===== src/hw/rtl/lcg_uniform_normal_dropout_generator_core_defines.svh =====
// Assertion macros shared by the generator core.
`ifndef LCG_UNIFORM_NORMAL_DROPOUT_GENERATOR_CORE_DEFINES_SVH
`define LCG_UNIFORM_NORMAL_DROPOUT_GENERATOR_CORE_DEFINES_SVH

// Check an implication on every rising edge, skipped while in reset.
`define LUND_ASSERT_IMP(label, lhs, rhs, msg) \
  label: assert property (@(posedge clk) disable iff (!rst_n) (lhs) |-> (rhs)) \
    else $error(msg);

// Check an implication in the cycle after the antecedent.
`define LUND_ASSERT_NXT(label, lhs, rhs, msg) \
  label: assert property (@(posedge clk) disable iff (!rst_n) (lhs) |=> (rhs)) \
    else $error(msg);

`endif


===== src/hw/rtl/lund_pkg.sv =====
`timescale 1ns / 1ps
package lund_pkg;

  localparam int NORMAL_FRAC_BITS = 20;
  localparam int CORDIC_STEPS     = 24;
  localparam int LOG_STEPS        = 24;
  localparam int SQRT_STEPS       = 32;
  localparam int QDEPTH           = 2;

  localparam logic [30:0] LCG_MUL    = 31'd1103515245;
  localparam logic [30:0] LCG_ADD    = 31'd12345;
  localparam logic [30:0] SEED_RST   = 31'h12345678;
  localparam logic [30:0] THRESH_RST = 31'd1073741823;
  localparam logic [23:0] SCALE_RST  = 24'd131072;
  localparam logic [30:0] TWO_LN2_Q30 = 31'd1488522236;
  localparam logic [29:0] GAIN_Q30    = 30'd652032874;
  localparam logic [31:0] T_FLOOR_Q24 = 32'd772619349;

  typedef enum logic [1:0] {
    MODE_UNIFORM = 2'd0,
    MODE_NORMAL  = 2'd1,
    MODE_DROPOUT = 2'd2,
    MODE_NONE    = 2'd3
  } mode_t;

  localparam logic [1:0] REG_SEED   = 2'd0;
  localparam logic [1:0] REG_THRESH = 2'd1;
  localparam logic [1:0] REG_SCALE  = 2'd2;

  // Classified job handed from front to back.
  typedef struct packed {
    mode_t       mode;
    logic        want_second;
    logic [31:0] element_value;
    logic [30:0] d1;
    logic [30:0] d2;
  } job_t;

  typedef struct packed {
    logic [31:0] value;
    logic        keep;
    logic        sat;
    logic        last;
  } res_t;

  function automatic logic [31:0] atan_turn(input logic [4:0] i);
    logic [31:0] v;
    case (i)
      5'd0: v = 32'd536870912;  5'd1: v = 32'd316933406;
      5'd2: v = 32'd167458907;  5'd3: v = 32'd85004756;
      5'd4: v = 32'd42667331;   5'd5: v = 32'd21354465;
      5'd6: v = 32'd10679838;   5'd7: v = 32'd5340245;
      5'd8: v = 32'd2670163;    5'd9: v = 32'd1335087;
      5'd10: v = 32'd667544;    5'd11: v = 32'd333772;
      5'd12: v = 32'd166886;    5'd13: v = 32'd83443;
      5'd14: v = 32'd41721;     5'd15: v = 32'd20860;
      5'd16: v = 32'd10430;     5'd17: v = 32'd5215;
      5'd18: v = 32'd2607;      5'd19: v = 32'd1303;
      5'd20: v = 32'd651;       5'd21: v = 32'd325;
      5'd22: v = 32'd162;       5'd23: v = 32'd81;
      default: v = 32'd0;
    endcase
    return v;
  endfunction

endpackage


===== src/hw/rtl/lund_queue.sv =====
`timescale 1ns / 1ps
module lund_queue (
  input  logic           clk,
  input  logic           rst_n,
  input  logic           wr_valid,
  output logic           wr_ready,
  input  lund_pkg::job_t wr_job,
  output logic           rd_valid,
  input  logic           rd_ready,
  output lund_pkg::job_t rd_job
);
  import lund_pkg::*;

  job_t mem_r [QDEPTH];
  logic wp_r, rp_r;
  logic [1:0] cnt_r;

  assign wr_ready = (cnt_r != 2'(QDEPTH));
  assign rd_valid = (cnt_r != 2'd0);
  assign rd_job   = mem_r[rp_r];

  // Store and release jobs in order.
  always_ff @(posedge clk) begin
    if (wr_valid && wr_ready) mem_r[wp_r] <= wr_job;
  end

  always_ff @(posedge clk) begin
    if (!rst_n) begin
      wp_r <= 1'b0; rp_r <= 1'b0; cnt_r <= 2'd0;
    end else begin
      if (wr_valid && wr_ready) wp_r <= ~wp_r;
      if (rd_valid && rd_ready) rp_r <= ~rp_r;
      cnt_r <= cnt_r + 2'(wr_valid && wr_ready) - 2'(rd_valid && rd_ready);
    end
  end
endmodule


===== config.mk =====
export PLATFORM = sky130hd
export DESIGN_NAME = lund_queue
export DESIGN_NICKNAME = d
export VERILOG_FILES = /design/src/hw/rtl/lcg_uniform_normal_dropout_generator_core_defines.svh /design/src/hw/rtl/lund_pkg.sv /design/src/hw/rtl/lund_queue.sv
export SDC_FILE = /design/constraint.sdc
export NUM_CORES = 1
export LEC_CHECK = 0
export BUFFER_PORTS_ARGS = -buffer_cell sky130_fd_sc_hd__buf_4
export CAP_MARGIN = 20
export CORE_MARGIN = 5
export CORE_UTILIZATION = 35
export DETAILED_ROUTE_END_ITERATION = 10
export PLACE_DENSITY_LB_ADDON = 0.12
export REMOVE_ABC_BUFFERS = 1
export SLEW_MARGIN = 20
export SYNTH_ARGS = -nofsm -noshare
export SYNTH_HDL_FRONTEND = slang
export SYNTH_SLANG_ARGS = --single-unit

===== constraint.sdc =====
create_clock -name clk -period 6.99 [get_ports clk]
set_input_delay 0.3495 -clock clk [delete_from_list [all_inputs] [get_ports clk]]
set_output_delay 0.3495 -clock clk [all_outputs]
set_load 0.02 [all_outputs]

==> results.json, run 1 <==
{
  "max_stage_delay_ns": 0.82,
  "num_vias": 3624,
  "yosys.area.top_type": "edfxtp_1",
  "rows": 53,
  "hold_class": "in -> reg",
  "cp_data_required_time_ns": 6.64,
  "grt_start_max_net_pins": 65,
  "hold_viol_final": 0,
  "yosys.area.top_type_share": 0.793,
  "antenna_found_initial": 0,
  "ioPinCount": 200,
  "ir_drop_mv": 0.161,
  "wire_per_inst_um": 17.8,
  "cp_cell_sequence": "buf_4 -> mux2_2 -> buf_4",
  "syn_area_per_cell_sq_um": 22.5,
  "antenna_left": 0,
  "maxCapViolCount": 0,
  "clock_latency_ns": 0.42,
  "rsz0062_at_grt": "false",
  "whs_ns": 0.112,
  "synth_commonest_cells": "edfxtp_1, mux2_2, mux2_4",
  "setup_viol": 0,
  "period_needed_ns": 2.96,
  "yosysSeqAreaShare": 0.806,
  "path_class": "reg -> out",
  "slew_viol_final": 0,
  "max_freq_mhz": 338,
  "initial_core_util": 0.353,
  "core-area_sq_um": 20800,
  "finalSetupTns_ns": 0,
  "die_area_sq_um": 24000,
  "path_max_fanout": 51,
  "cp_top_family": "buffers and inverters",
  "hpwl_um": 9610,
  "finalCritPeriodShare": 0.423,
  "powerDensity_nw_per_um2": 359,
  "synth_area_leaders": "edfxtp_1, mux2_2, mux2_4",
  "die_h_um": 155,
  "cts_root_buf": "clkbuf_16",
  "post-cts-setup-buffer-count": 0,
  "synth_flop_cell": "edfxtp_1",
  "relSlewSlack": 0.340,
  "worstSetupEndpointType": "output port",
  "cts_buffers": 17,
  "first_global_vias": 3920,
  "synth_async_sr_flop_share": 0,
  "grtUsageTotal": 0.120,
  "cpMostUsedCell": "buf_4",
  "yosys_warnings": 0,
  "syn_inst": 326,
  "htree_levels": 4,
  "avgViaCountPerCell": 4.40,
  "gp_congestion": 0.674,
  "crit_buf_inv": 2,
  "yosysMostFrequentCell": "edfxtp_1",
  "drc": 0,
  "netlist_area_sq_um": 7350,
  "cp_data_arrival_time_ns": 2.61,
  "fin_nets": 639,
  "cts_resized": 0,
  "p_leak_uw": 0.00362,
  "clock-sinks": 199,
  "first_iter_violations": 149,
  "synth_edf_count": 194,
  "cp_slowest_cell": "dfxtp_4",
  "reg2reg_slack_ns": 4.25,
  "grt_pass1_wl_um": 21900,
  "clkTransAtPathRegs_ns": 0.08,
  "clock_path_buffers": 2,
  "drt_first_pass_iters": 4,
  "io_buffers": 199,
  "drive_above_1_share": 0.608,
  "tightest_slew_ns": 0.988,
  "routed_wl_um": 14600,
  "area_growth_pct": 31.8,
  "cts_hold_buf": 0,
  "diodes": 0,
  "synth_cell_types": 18,
  "cts_tree": "done",
  "status": "completed",
  "die_w_um": 155,
  "cp-start-kind": "flop",
  "clock_skew_ns": 0.0114,
  "yosys_register_bits": 199,
  "grt-ovfl-total": 0
}
[worst paths after layout]
check,cells past startpoint,endpoint,start
hold reg to reg,2,wp_r,wp_r
setup reg to reg,4,mem_r[0][33],cnt_r[0]
setup / recovery,3,rd_job[33],flop
hold / removal,1,mem_r[0][35],wr_job[35]
[metal layers]
metal,up-vias,part of all wire,GRT usage
met1,1797,0.42,0.150
met2,112,0.50,0.197
li1,1708,-,-
met4,0,0.011,0.0345
met5,-,0,0
met3,7,0.063,0.0414
[area by class of cell]
type                            instances  area, sq um
Sequential cell                       199         5930
Clock inverter                         14          116
Multi-Input combinational cell        115         1350
Clock buffer                           18          429
Fill cell                            1858        11100
Inverter                                1         3.75
Timing Repair Buffer                  202         1520
Tap cell                              275          344
[report_power, final]
| group | total, uW | switching, uW | internal, uW |
|---|---|---|---|
| Combinational | 997 | 518 | 479 |
| Sequential | 1570 | 74.9 | 1500 |
| Clock | 904 | 438 | 466 |
[metrics by stage]
stage	area (sq um)	setup slack (ns)	instances	util	total power (uW)
after floorplan	7260	1.64	315	-	2230
after global placement	9140	4.20	792	0.439	2620
after detailed placement	9140	4.11	792	0.439	2630
after CTS	9690	3.91	824	0.465	3550
after global routing	9690	3.86	824	0.465	3650
final	9690	4.03	824	0.465	3480
[state kept, by name, summed over array words and instances (netlist names), named ones only]
name,count
rp_r,1
mem_r,194
wp_r,1
cnt_r,2
[layout by cell type (no fill, tap or decap)]
cell type     n
clkbuf_1      1
ha_1          2
mux2_2       67
inv_1         1
and3_4        1
nand2_1       2
dfxtp_1       4
nor2b_1       2
clkinv_2      3
inv_6         2
mux2_4       30
clkbuf_16    17
nand2b_1      2
inv_8         3
dfxtp_4       1
nor2_4        1
edfxtp_1    194
clkinv_4      4
and2_1        2
buf_4       202
xnor2_1       3
or2_2         1
mux2i_1       1
o21a_1        1
clkinvlp_4    2
[kinds of logic (layout without fill, tap and decap cells)]
group | count (synthesis) | in the layout | synth area share
muxes | 98 | 98 | 0.165
AOI/OAI and AO/OA | 1 | 1 | 0.00102
DFF | 199 | 199 | 0.806
adders and majority gates | 2 | 2 | 0.00340
and+or+nand+nor | 11 | 11 | 0.00834
buffers and inverters | 12 | 235 | 0.0123
xor gates and xnor gates | 3 | 3 | 0.00358
(Power assumes the default switching activity.)
==> run 2: changes to the inputs <==
Clock period 6.99 ns to 2.4 ns, I/O delays scaled along.
==> results.json, run 2 (synthesis gave the netlist of run 1 again) <==
{
  "status": "completed",
  "whs_path_depth": 3,
  "p_leak_uw": 0.00406,
  "initial_core_util": 0.353,
  "final.setup.worst_slack_ns": 0.561,
  "clock-sinks": 199,
  "hold_viol_final": 0,
  "worstSetupEndpointType": "output port",
  "io_buffers": 199,
  "cp_slowest_cell": "mux2_2",
  "top_register": "mem_r",
  "place_ws_ns": 0.613,
  "max_freq_mhz": 544,
  "cts_tree": "done",
  "largest_register_ffs": 194,
  "layout_common_cells": "buf_4, edfxtp_1, dlygate4sd3_1",
  "fin_nets": 742,
  "die_w_um": 155,
  "drc": 0,
  "layout_commonest_cell": "buf_4",
  "avgViaCountPerCell": 4.31,
  "setup_viol": 0,
  "period_needed_ns": 1.84,
  "path_class": "reg -> out",
  "min_to": "wp_r",
  "htree_levels": 4,
  "rsz0062_at_grt": "false",
  "grt_start_max_net_pins": 63,
  "clock_latency_ns": 0.42,
  "wire_per_inst_um": 16.1,
  "tightest_slew_ns": 0.584,
  "cp_top_family": "buffers and inverters",
  "core-area_sq_um": 20800,
  "grt_pass1_wl_um": 23000,
  "multi_input_area_sq_um": 1350,
  "maxCapViolCount": 0,
  "cp_cell_sequence": "buf_4 -> mux2_2 -> buf_4",
  "first_global_vias": 4440,
  "ioPinCount": 200,
  "seqCellArea_sq_um": 5930,
  "die_h_um": 155,
  "grt-ovfl-total": 0,
  "cts_root_buf": "clkbuf_16",
  "first_iter_violations": 150,
  "largestRegisters": "mem_r: 194 flops, cnt_r: 2 flops",
  "final_core_util": 0.516,
  "num-fill-cells": 1747,
  "slew_viol_final": 0,
  "rr_startpoint": "cnt_r[0]",
  "rows": 53,
  "hpwl_um": 9430,
  "diodes": 0,
  "ir_drop_mv": 0.460,
  "ff2ff_path_depth": 8,
  "clock_skew_ns": 0.00521,
  "cpMostUsedCell": "buf_4",
  "crit_buf_inv": 2,
  "path_max_fanout": 28,
  "post-cts-setup-buffer-count": 0,
  "grtUsageTotal": 0.124,
  "routed_wl_um": 14900,
  "cp_data_arrival_time_ns": 1.72,
  "area_growth_pct": 46.2,
  "cp_data_required_time_ns": 2.28,
  "clock_path_buffers": 2,
  "reg2reg_slack_ns": 0.60,
  "cts_hold_buf": 98,
  "drt_first_pass_iters": 4,
  "max_stage_delay_ns": 0.40,
  "powerDensity_nw_per_um2": 963,
  "die_area_sq_um": 24000,
  "gp_congestion": 0.700,
  "rr_endpoint": "cnt_r[1]",
  "antenna_left": 0,
  "relSlewSlack": 0.610,
  "antenna_found_initial": 0,
  "hold_class": "in -> reg",
  "cp-start-kind": "flop",
  "worst_hold_startpoint": "wr_valid",
  "cts_resized": 0,
  "clkTransAtPathRegs_ns": 0.07,
  "num_vias": 3995,
  "finalCritPeriodShare": 0.766,
  "drive_above_1_share": 0.518,
  "cts_buffers": 17
}
## run 2: cell count changes in the layout (fill, tap and decap cells not counted)
cell / delta
buf_12: +2
clkinv_2: -3
clkinv_8: +1
clkbuf_1: -1
clkinv_4: -1
inv_6: +1
inv_8: +1
dlygate4sd3_1: +98
buf_4: +3
clkinv_1: +2
## run 2: where the power goes
group / leakage [uW] / internal [uW] / switching [uW]
clock: 0.000270 / 1370 / 1310
combinational: 0.00194 / 1550 / 1660
sequential: 0.00185 / 4360 / 108
## run 2: how the worst max path moves through the flow
| stage | startpoint | to | slack (ns) | cells past startpoint |
|---|---|---|---|---|
| global placement | cnt_r[0] | cnt_r[1] | 0.75 | 8 |
| global route | flop | rd_job[24] | 0.47 | 3 |
| detailed placement | cnt_r[0] | cnt_r[1] | 0.61 | 8 |
| finish | flop | rd_job[58] | 0.56 | 3 |
| floorplan | cnt_r[0] | mem_r[0][0] | -2.95 | 3 |
| CTS | flop | rd_job[24] | 0.50 | 3 |
## run 2: worst min-delay path, cell delays in order
cell and delay [ns]:
buf_4 0.09, nand2_1 0.12, mux2i_1 0.15
## run 2: cell type report
| cell class | instances | share of cell area |
|---|---|---|
| clock buffers | 17 | 0.0396 |
| clock inverters | 15 | 0.0127 |
| inverters | 1 | 0.000349 |
| multi-input cells | 115 | 0.125 |
| flip-flops and latches | 199 | 0.552 |
| well taps | 275 | 0.0320 |
| repair buffers | 305 | 0.238 |
## run 2: layer usage
layer  GRT usage  up-vias  routed length [um]
met5           0        -                   0
met4      0.0505        0                 261
met3      0.0339       16                 992
met2       0.214      123                7570
met1       0.147     1939                6060
li1            -     1917                   -
## run 2: stage by stage
stage / setup TNS (ns) / cell area (sq um) / cells / hold WS (ns) / total power [uW]
6_report: 0 / 10700 / 927 / 0.112 / 10400
5_1_grt: 0 / 10700 / 927 / 0.129 / 10900
4_1_cts: 0 / 10700 / 927 / 0.0847 / 10500
3_5_place_dp: 0 / 9200 / 797 / 0.308 / 7700
3_3_place_gp: 0 / 9200 / 797 / 0.305 / 7670
2_1_floorplan: -488.63 / 7260 / 315 / 0.219 / 6500
