### src/hw/rtl/lcg_uniform_normal_dropout_generator_core_defines.svh
// Assertion macros shared by the generator core.
`ifndef LCG_UNIFORM_NORMAL_DROPOUT_GENERATOR_CORE_DEFINES_SVH
`define LCG_UNIFORM_NORMAL_DROPOUT_GENERATOR_CORE_DEFINES_SVH

// Check an implication on every rising edge, skipped while in reset.
`define LUND_ASSERT_IMP(label, lhs, rhs, msg) \
  label: assert property (@(posedge clk) disable iff (!rst_n) (lhs) |-> (rhs)) \
    else $error(msg);

// Check an implication in the cycle after the antecedent.
`define LUND_ASSERT_NXT(label, lhs, rhs, msg) \
  label: assert property (@(posedge clk) disable iff (!rst_n) (lhs) |=> (rhs)) \
    else $error(msg);

`endif

### src/hw/rtl/lund_pkg.sv
`timescale 1ns / 1ps
package lund_pkg;

  localparam int NORMAL_FRAC_BITS = 20;
  localparam int CORDIC_STEPS     = 24;
  localparam int LOG_STEPS        = 24;
  localparam int SQRT_STEPS       = 32;
  localparam int QDEPTH           = 2;

  localparam logic [30:0] LCG_MUL    = 31'd1103515245;
  localparam logic [30:0] LCG_ADD    = 31'd12345;
  localparam logic [30:0] SEED_RST   = 31'h12345678;
  localparam logic [30:0] THRESH_RST = 31'd1073741823;
  localparam logic [23:0] SCALE_RST  = 24'd131072;
  localparam logic [30:0] TWO_LN2_Q30 = 31'd1488522236;
  localparam logic [29:0] GAIN_Q30    = 30'd652032874;
  localparam logic [31:0] T_FLOOR_Q24 = 32'd772619349;

  typedef enum logic [1:0] {
    MODE_UNIFORM = 2'd0,
    MODE_NORMAL  = 2'd1,
    MODE_DROPOUT = 2'd2,
    MODE_NONE    = 2'd3
  } mode_t;

  localparam logic [1:0] REG_SEED   = 2'd0;
  localparam logic [1:0] REG_THRESH = 2'd1;
  localparam logic [1:0] REG_SCALE  = 2'd2;

  // Classified job handed from front to back.
  typedef struct packed {
    mode_t       mode;
    logic        want_second;
    logic [31:0] element_value;
    logic [30:0] d1;
    logic [30:0] d2;
  } job_t;

  typedef struct packed {
    logic [31:0] value;
    logic        keep;
    logic        sat;
    logic        last;
  } res_t;

  function automatic logic [31:0] atan_turn(input logic [4:0] i);
    logic [31:0] v;
    case (i)
      5'd0: v = 32'd536870912;  5'd1: v = 32'd316933406;
      5'd2: v = 32'd167458907;  5'd3: v = 32'd85004756;
      5'd4: v = 32'd42667331;   5'd5: v = 32'd21354465;
      5'd6: v = 32'd10679838;   5'd7: v = 32'd5340245;
      5'd8: v = 32'd2670163;    5'd9: v = 32'd1335087;
      5'd10: v = 32'd667544;    5'd11: v = 32'd333772;
      5'd12: v = 32'd166886;    5'd13: v = 32'd83443;
      5'd14: v = 32'd41721;     5'd15: v = 32'd20860;
      5'd16: v = 32'd10430;     5'd17: v = 32'd5215;
      5'd18: v = 32'd2607;      5'd19: v = 32'd1303;
      5'd20: v = 32'd651;       5'd21: v = 32'd325;
      5'd22: v = 32'd162;       5'd23: v = 32'd81;
      default: v = 32'd0;
    endcase
    return v;
  endfunction

endpackage

### src/hw/rtl/lund_front.sv
`timescale 1ns / 1ps
module lund_front (
  input  logic               clk,
  input  logic               rst_n,
  input  logic               in_valid,
  output logic               in_ready,
  input  logic [1:0]         in_mode,
  input  logic               in_second,
  input  logic [31:0]        in_elem,
  input  logic               seed_we,
  input  logic [30:0]        seed_val,
  output logic               job_valid,
  input  logic               job_ready,
  output lund_pkg::job_t     job
);
  import lund_pkg::*;

  typedef enum logic [1:0] {F_IDLE, F_DRAW2, F_PUSH} fstate_t;

  fstate_t     state_r;
  logic [30:0] gen_r;
  job_t        job_r;
  logic [61:0] prod;
  logic [30:0] step_val;

  // One generator advance: low 31 bits of s*a+c.
  assign prod     = 62'(gen_r) * 62'(LCG_MUL);
  assign step_val = prod[30:0] + LCG_ADD;

  assign in_ready  = (state_r == F_IDLE) && !seed_we;
  assign job_valid = (state_r == F_PUSH);
  assign job       = job_r;

  // Draw one value per word (two for normal mode) and hand the job on; a none-mode word is dropped.
  always_ff @(posedge clk) begin
    if (!rst_n) begin
      state_r <= F_IDLE;
      gen_r   <= SEED_RST;
    end else if (seed_we) begin
      gen_r <= seed_val;
    end else begin
      case (state_r)
        F_IDLE: begin
          if (in_valid) begin
            job_r.mode          <= mode_t'(in_mode);
            job_r.want_second   <= in_second;
            job_r.element_value <= in_elem;
            if (mode_t'(in_mode) != MODE_NONE) begin
              gen_r    <= step_val;
              job_r.d1 <= step_val;
              state_r  <= (mode_t'(in_mode) == MODE_NORMAL) ? F_DRAW2 : F_PUSH;
            end
          end
        end
        F_DRAW2: begin
          gen_r    <= step_val;
          job_r.d2 <= step_val;
          state_r  <= F_PUSH;
        end
        F_PUSH: if (job_ready) state_r <= F_IDLE;
        default: state_r <= F_IDLE;
      endcase
    end
  end
endmodule

### config.mk
export PLATFORM = sky130hd
export DESIGN_NAME = lund_front
export DESIGN_NICKNAME = d
export VERILOG_FILES = /design/src/hw/rtl/lcg_uniform_normal_dropout_generator_core_defines.svh /design/src/hw/rtl/lund_pkg.sv /design/src/hw/rtl/lund_front.sv
export SDC_FILE = /design/constraint.sdc
export NUM_CORES = 1
export LEC_CHECK = 0
export ABC_AREA = 1
export BUFFER_PORTS_ARGS = -buffer_cell sky130_fd_sc_hd__buf_2
export CAP_MARGIN = 20
export CORE_ASPECT_RATIO = 1.4
export CORE_MARGIN = 10
export CORE_UTILIZATION = 50
export CTS_BUF_LIST = sky130_fd_sc_hd__clkbuf_16
export CTS_CLUSTER_SIZE = 40
export DETAILED_ROUTE_END_ITERATION = 6
export GPL_TIMING_DRIVEN = 0
export PLACE_DENSITY = 0.7
export REMOVE_ABC_BUFFERS = 1
export SLEW_MARGIN = 0
export SYNTH_ARGS = -nofsm -noshare
export SYNTH_HDL_FRONTEND = slang
export SYNTH_SLANG_ARGS = --single-unit
### constraint.sdc
create_clock -name clk -period 9.5 [get_ports clk]
set_clock_uncertainty 0.05 [all_clocks]
set_input_delay 1.9 -clock clk [delete_from_list [all_inputs] [get_ports clk]]
set_output_delay 1.9 -clock clk [all_outputs]
set_load 0.03 [all_outputs]
==> results of run 1 <==
metal layers:
layer | track usage, % | vias to the layer above | routed length [um]
li1 | - | 4540 | -
met1 | 21.1 | 4656 | 12500
met2 | 40.7 | 225 | 19700
met3 | 3.03 | 55 | 1280
met4 | 9.01 | 0 | 1460
met5 | 0 | - | 0
layout by cell type, fill, tap and decap left out, types with 5 or more instances in the layout:
cell type / netlist / final
xnor2_1: 14 / 14
xor2_1: 23 / 23
dfxtp_1: 33 / 33
nand2_2: 6 / 6
nor2_1: 23 / 22
a21oi_1: 42 / 42
and2_1: 5 / 5
o21ai_0: 14 / 14
a31oi_1: 11 / 11
o211ai_1: 5 / 5
inv_2: 5 / 5
clkbuf_16: 0 / 17
nand3_1: 36 / 36
inv_1: 445 / 445
nand2_1: 170 / 170
ha_1: 196 / 196
edfxtp_1: 97 / 97
nand3_2: 5 / 5
buf_2: 3 / 169
fa_1: 177 / 177
a21oi_2: 5 / 5
inv_8: 0 / 6
critical path, delay by kind of cell, from the launching register on:
kind	cells	cell delay, ns
adders and majority gates	9	4.03
AOI/OAI and AO/OA	6	1.10
xor gates and xnor gates	2	0.75
DFF	1	0.71
buffers and inverters	5	0.34
and+or+nand+nor	3	0.21
per-stage QoR:
step / cell area, sq um / hold WS [ns] / cells
2_1_floorplan: 13500 / 0.425 / 1361
5_1_grt: 15400 / 0.515 / 1934
4_1_cts: 15400 / 0.463 / 1934
3_5_place_dp: 14900 / 0.455 / 1902
3_3_place_gp: 14800 / 0.436 / 1895
6_report: 15400 / 0.461 / 1934
cell type report:
type,instances,area share (%)
sequential,130,23.1
clock inverter,15,0.900
timing repair buffer,176,6.02
clock buffer,17,2.76
inverter,451,11.0
tap,365,2.96
multi-input combinational,780,53.2
logic make-up (layout without fill, tap and decap cells):
group,Yosys count,after routing,synth area share [%]
fa+ha+maj,373,373,44.4
xor+xnor,39,39,2.64
buf+inv,462,659,12.9
simple gates,264,264,8.71
flops,130,130,26.4
compound gates,104,104,4.96
state kept, by name, summed over array words and instances, names as in the netlist:
| signal | cells |
|---|---|
| state_r | 2 |
| job | 97 |
| gen_r | 31 |
worst paths after layout:
path	start	end	slack, ns	cells past startpoint
min reg2reg	state_r[0]$_SDFFE_PN0P_	state_r[0]$_SDFFE_PN0P_	0.46	2
max	gen_r[6]$_SDFFE_PN1P_	gen_r[21]$_SDFFE_PN1P_	2.22	25
max reg2reg	gen_r[6]$_SDFFE_PN1P_	gen_r[21]$_SDFFE_PN1P_	2.22	25
min	state_r[0]$_SDFFE_PN0P_	state_r[0]$_SDFFE_PN0P_	0.46	2
==> results.cfg, run 1 <==
[global_routing]
grt_usage_pct = 20.8
grt.overflow.total = 0
grt_pass1_wl_mm = 55.2
antenna_found_initial = 0
grt_pass1_vias = 10300
grt_max_degree = 34

[worst_setup_path]
crit_path_max_fanout = 9
critPathMostFrequentCell = fa_1
cp.arrival_ns = 7.56
crit_type = reg -> reg
worstPathRequired_ns = 9.78
startpoint_type = flop
cp_slowest_stage_delay_ns = 0.71
cp_slowest_cell = dfxtp_1
cp-end-kind = flop

[floorplan]
dieArea_sq_um = 34100
die_h_um = 215
die_x_um = 159
io_pins = 170
start_util_pct = 50.5
rows = 71
core_sq_um = 26700

[routing]
routedWlPerCell_um = 18.1
drcViolationCount = 0
drtIter0Drc = 441
vias = 9476
ant_nets = 0
via_per_inst = 4.90
wl_mm = 35.0
drt-pass1-iter-count = 5

[synth]
syn_area_per_cell_sq_um = 9.85
yosysWarnings = 0
yosysTopAreaCell = fa_1
synth_edf_count = 97
netlist.area_leader.share_pct = 26.2
ys_top_cells_by_count = 445 x inv_1, 196 x ha_1, 177 x fa_1
ys.flop_type = edfxtp_1
yosysMostFrequentCell = inv_1
synth_seq_cells = 130
async_reset_ff_share_pct = 0
synth_area_sq_um = 13500
synthTopCellsByArea = fa_1 26%, edfxtp_1 22%, ha_1 18%
synth_cells = 1372
synth.distinct_cells = 48
yosysSeqAreaShare_pct = 26.4

[clock_network]
clk_latency_ns = 0.42
cts_buffers = 17
htree_levels = 4
cts_resized = 0
post-cts-setup-buffers = 0
hold_buffers = 0
clk_pin_slew_ns = 0.06
cts_buffer_depth = 2
clock-sinks = 130
cts_root_buf = clkbuf_16
cts_tree = built

[min_path]
min-delay-path-class = reg -> reg

[timing]
max_freq_mhz = 137
relSlewSlack_pct = 38.5
rsz0062_at_grt = false
setup_viol = 0
drv_slew = 0
fin_crit_sh_pct = 76.6
final.min_clock_period_ns = 7.28
hold_viol_final = 0
tns_ns = 0
fin_ws_ns = 2.22
worst-slew-pin-transition_ns = 0.921

[layout]
finalNetCount = 2000
multiInputGateArea_sq_um = 8220
regArea_sq_um = 3570
area_growth_pct = 14.2
n_antenna_cell = 0
drive_above_1_share_pct = 16.1
final_core_util_pct = 57.7
fillers = 2322

[placement]
hpwl_mm = 30.7
io_buffers = 169
place_ws_ns = 2.29
gp_congestion = 0.916

[status]
outcome = completed

[run]
max_cap_viol_count = 0
Power of run 1 is left out: the tool's default activity adds up to more than one toggle a clock period on the data nets, which glitch-free logic cannot reach.
==> run 2: changes to the inputs <==
==> constraint.sdc (replaced) <==
create_clock -name clk -period 7.2 [get_ports clk]
set_clock_uncertainty 0.05 [all_clocks]
set_input_delay 1.44 -clock clk [delete_from_list [all_inputs] [get_ports clk]]
set_output_delay 1.44 -clock clk [all_outputs]
set_load 0.03 [all_outputs]
==> run 2 against run 1 <==
Clock-buffer cell count stayed put; cell count stayed put; critical endpoint is now job[28]$_DFFE_PP_; utilization is 0.094 points higher; worst setup slack worse by 1.9 ns; non-clock buffer count stayed put; worst hold slack better by 0.0046 ns; sequential share of layout area hardly changed; flip-flop and latch count stayed put; critical path depth is 2 lower; first-iteration DRC count is 0.45% higher; highest routed layer unchanged; wire length hardly changed.
==> results.cfg, run 2 (same netlist as run 1, synthesis figures left out) <==
[placement]
gp_congestion = 0.916
place_inst = 1902
io_buffers = 169
place_ws_ns = -0.0104
hpwl_mm = 30.7

[timing]
rsz0062_at_grt = false
worst-slew-pin-transition_ns = 0.923
relSlewSlack_pct = 38.3
drv_slew = 0
max_freq_mhz = 145
fin_crit_sh_pct = 96.0
hold_viol_final = 0
tns_ns = 0
setup_viol = 0
fin_ws_ns = 0.291
final.min_clock_period_ns = 6.91

[layout]
final_common_cell = inv_1
finalNetCount = 2000
drive_above_1_share_pct = 16.6
multiInputGateArea_sq_um = 8230
n_antenna_cell = 0
fillers = 2322
layout_common_cells = 445 x inv_1, 196 x ha_1, 177 x fa_1, 170 x nand2_1, 169 x buf_2
regArea_sq_um = 3580
layout.cells.non_filler = 1934
area_growth_pct = 14.4
largest_reg_flops = 97

[worst_setup_path]
crit_type = reg -> reg
cp-end-kind = flop
startpoint_type = flop
cp.arrival_ns = 7.03
crit_path_max_fanout = 8
reg2reg_from = gen_r[7]$_SDFFE_PN0P_
worstPathRequired_ns = 7.32
cp-startpoint = gen_r[7]$_SDFFE_PN0P_

[clock_network]
post-cts-setup-buffers = 0
cts_buffer_depth = 2
clk_latency_ns = 0.42
clock-sinks = 130
htree_levels = 4
hold_buffers = 0
cts_root_buf = clkbuf_16
cts_tree = built
cts_buffers = 17
clk_pin_slew_ns = 0.06

[status]
outcome = completed

[routing]
routedWlPerCell_um = 18.1
wl_mm = 35.0
drcViolationCount = 0
vias = 9519
drt-pass1-iter-count = 5
via_per_inst = 4.92
ant_nets = 0
drtIter0Drc = 443

[global_routing]
use_met3_pct = 3.03
grt_util_met1_pct = 21.1
grt_pass1_wl_mm = 55.2
grt_max_degree = 34
grt-busiest-layer = met2
antenna_found_initial = 0
met2_usage_pct = 40.7
grt_usage_pct = 20.8
grt_pass1_vias = 10300
grt.overflow.total = 0

[floorplan]
die_x_um = 159
core_sq_um = 26700
dieArea_sq_um = 34100
io_pins = 170
start_util_pct = 50.5
die_h_um = 215
rows = 71

[run]
max_cap_viol_count = 0

[min_path]
min-delay-path-class = reg -> reg
hold_start = state_r[0]$_SDFFE_PN0P_
-- run 2: repair_timing --
action / 4_1_cts / 5_1_grt
pin swaps: 0 / 0
resized for setup: 2 / 7
endpoints found under the setup margin: 3 / 19
-- run 2: final timing paths --
| check | cells past startpoint | slack [ns] | end |
|---|---|---|---|
| worst max register to register | 23 | 0.29 | job[28]$_DFFE_PP_ |
| worst max-delay path | 23 | 0.29 | job[28]$_DFFE_PP_ |
| worst min register to register | 2 | 0.47 | state_r[0]$_SDFFE_PN0P_ |
| worst min-delay path | 2 | 0.47 | state_r[0]$_SDFFE_PN0P_ |
-- run 2: worst max-delay path, stage by stage (launching register included) --
cell     delay, ns
dfxtp_2       0.51
ha_1          0.41
xnor2_2       0.25
inv_1         0.11
ha_1          0.19
a21oi_1       0.29
fa_1          0.48
fa_1          0.50
inv_1         0.05
fa_1          0.51
inv_1         0.06
fa_1          0.53
inv_1         0.05
fa_1          0.46
fa_1          0.41
ha_1          0.37
a21oi_1       0.25
o21ai_0       0.13
a21oi_1       0.19
nand3_2       0.22
a21o_4        0.27
nand2_1       0.08
nand3_1       0.09
and2_1        0.18
-- run 2: final cells by class --
cell class	instances	area share [%]
clock buffer	17	2.75
inverter	451	10.9
clock inverter	15	0.898
multi-input combinational	780	53.3
sequential	130	23.2
tap	365	2.95
timing repair buffer	176	6.01
-- run 2: through the flow --
step                utilization [%]  instance area [sq um]  hold WS, ns
floorplan                         -                  13500        0.425
global placement               55.2                  14800        0.436
detailed placement             55.6                  14900        0.455
CTS                            57.7                  15400        0.463
global route                   57.8                  15500        0.515
finish                         57.8                  15500        0.466
-- run 2: layer usage --
metal  up-vias  wire length [um]
li1       4540                 -
met1      4669             12300
met4         0              1490
met2       249             19700
met5         -                 0
met3        61              1540
Power of run 2 is left out for the same reason.
==> run 3: changes to the inputs <==
--- a/config.mk
+++ b/config.mk
@@ -8,14 +8,16 @@
 export ABC_AREA = 1
 export BUFFER_PORTS_ARGS = -buffer_cell sky130_fd_sc_hd__buf_2
 export CAP_MARGIN = 20
+export CELL_PAD_IN_SITES_DETAIL_PLACEMENT = 0
+export CELL_PAD_IN_SITES_GLOBAL_PLACEMENT = 1
 export CORE_ASPECT_RATIO = 1.4
 export CORE_MARGIN = 10
-export CORE_UTILIZATION = 50
+export CORE_UTILIZATION = 47
 export CTS_BUF_LIST = sky130_fd_sc_hd__clkbuf_16
 export CTS_CLUSTER_SIZE = 40
 export DETAILED_ROUTE_END_ITERATION = 6
 export GPL_TIMING_DRIVEN = 0
-export PLACE_DENSITY = 0.7
+export PLACE_DENSITY_LB_ADDON = 0.1
 export REMOVE_ABC_BUFFERS = 1
 export SLEW_MARGIN = 0
 export SYNTH_ARGS = -nofsm -noshare
==> run 3 against run 2 <==
Clock-buffer cell count unchanged; utilization decreased by 3.3 points; die area increased by 5.7%; via count decreased by 0.97%; worst setup slack got worse by 0.0042 ns; fmax about the same; flip-flop and latch count unchanged; register-to-register slack about the same; global-route usage increased by 0.21 points; cell count increased by 0.57%; first-iteration DRC count decreased by 3.4%; critical path depth decreased by 1.
==> results.cfg, run 3 (same netlist as run 1, synthesis figures left out) <==
[status]
outcome = completed

[clock_network]
cts_buffers = 17
clk_latency_ns = 0.42
htree_levels = 4
clock-sinks = 130
cts_tree = built
cts_root_buf = clkbuf_16
clk_pin_slew_ns = 0.07
cts_buffer_depth = 2

[floorplan]
core_sq_um = 28400
io_pins = 170
dieArea_sq_um = 36000
die_h_um = 221
die_x_um = 163
rows = 73
start_util_pct = 47.6

[timing]
drv_slew = 0
relSlewSlack_pct = 38.6
setup_viol = 0
tns_ns = 0
max_freq_mhz = 145
fin_crit_sh_pct = 96.0
worst-slew-pin-transition_ns = 0.919
hold_viol_final = 0
final.min_clock_period_ns = 6.91

[placement]
hpwl_mm = 32.1
place_inst = 1912
io_buffers = 169
gp_congestion = 0.901

[global_routing]
grt_usage_pct = 21.0
grt_pass1_vias = 10100
grt_max_degree = 34
grt_pass1_wl_mm = 56.8
antenna_found_initial = 0
grt.overflow.total = 0

[routing]
drtIter0Drc = 428
ant_nets = 0
wl_mm = 36.6
vias = 9427
drcViolationCount = 0
drt-pass1-iter-count = 5
via_per_inst = 4.85
routedWlPerCell_um = 18.8

[worst_setup_path]
cp-end-kind = flop
crit_type = reg -> reg
worstPathRequired_ns = 7.32
crit_path_max_fanout = 10
reg2reg_to = job[29]$_DFFE_PP_
r2r_cells = 22
r2r_slack_ns = 0.29
startpoint_type = flop
reg2reg_from = gen_r[0]$_SDFFE_PN0P_
cp.arrival_ns = 7.03

[layout]
layout.cells.non_filler = 1945
finalNetCount = 2000
drive_above_1_share_pct = 16.4
final_common_cell = inv_1
area_growth_pct = 14.7
layout_common_cells = 445 x inv_1, 196 x ha_1, 177 x fa_1, 170 x nand2_1, 169 x buf_2
largest_reg_flops = 97
fillers = 2602

[min_path]
hold_depth = 2
min-delay-path-class = reg -> reg
hold_start = state_r[0]$_SDFFE_PN0P_
hold_end = state_r[0]$_SDFFE_PN0P_

[run]
max_cap_viol_count = 0
run 3: changes by cell type in the layout (fill, tap and decap cells not counted), sizes merged:
cell,before,now
bufinv,0,1
diode,0,1
clkinv,4,3
run 3: how the worst max path moves through the flow:
stage,start,end,cells after the start,slack [ns]
2_1_floorplan,gen_r[6]$_SDFFE_PN1P_,job[28]$_DFFE_PP_,23,1.08
3_3_place_gp,seed_we,job[58]$_DFFE_PP_,4,-0.36
3_5_place_dp,gen_r[0]$_SDFFE_PN0P_,job[60]$_DFFE_PP_,22,0.06
4_1_cts,gen_r[0]$_SDFFE_PN0P_,job[29]$_DFFE_PP_,22,0.02
5_1_grt,gen_r[6]$_SDFFE_PN1P_,job[59]$_DFFE_PP_,25,-0.0004
6_report,gen_r[0]$_SDFFE_PN0P_,job[29]$_DFFE_PP_,22,0.29
run 3: cell type report:
class	count	area, sq um	share of cell area [%]
well taps	375	469	3.03
clock inverters	15	166	1.07
diodes	1	2.50	0.0162
flip-flops and latches	130	3580	23.1
clock buffers	17	425	2.75
inverters	451	1690	10.9
repair buffers	176	926	5.98
multi-input cells	780	8230	53.1
run 3: repair_timing:
| action | 4_1_cts | 5_1_grt |
|---|---|---|
| hold buffers | 0 | 0 |
| endpoints found under the setup margin | 0 | 35 |
| gates resized for setup | 0 | 8 |
| buffers inserted | 0 | 0 |
run 3: stage by stage:
stage / util [%] / area (sq um) / hold WS, ns / setup WS, ns
6_report: 54.5 / 15500 / 0.460 / 0.287
5_1_grt: 54.5 / 15500 / 0.486 / -0.000448
4_1_cts: 54.5 / 15500 / 0.460 / 0.0184
3_5_place_dp: 52.4 / 14900 / 0.452 / 0.0625
3_3_place_gp: 52.0 / 14800 / 0.439 / -0.357
2_1_floorplan: - / 13500 / 0.425 / 1.08
run 3: worst max-delay path: stages, from the launching register on:
cell and delay [ns]:
dfxtp_2 0.57, inv_1 0.26, ha_1 0.41, inv_1 0.40, ha_1 0.23, inv_1 0.05
fa_1 0.48, fa_1 0.52, inv_1 0.04, ha_1 0.26, inv_1 0.05, fa_1 0.52
inv_1 0.05, fa_1 0.41, fa_1 0.53, ha_1 0.37, a21oi_2 0.25, o21ai_1 0.12
a21oi_1 0.22, nor2_1 0.07, a211oi_1 0.42, nand3_2 0.17, and2_1 0.20
run 3: layer usage:
| layer | routed length [um] | part of all wire [%] | global-route usage, % | vias up |
|---|---|---|---|---|
| met5 | 0 | 0 | 0 | - |
| met4 | 1390 | 3.8 | 8.52 | 0 |
| met3 | 1120 | 3.0 | 2.55 | 50 |
| met2 | 21200 | 58 | 41.4 | 177 |
| met1 | 13000 | 35 | 21.6 | 4656 |
| li1 | - | - | - | 4544 |
Power of run 3 is left out for the same reason.
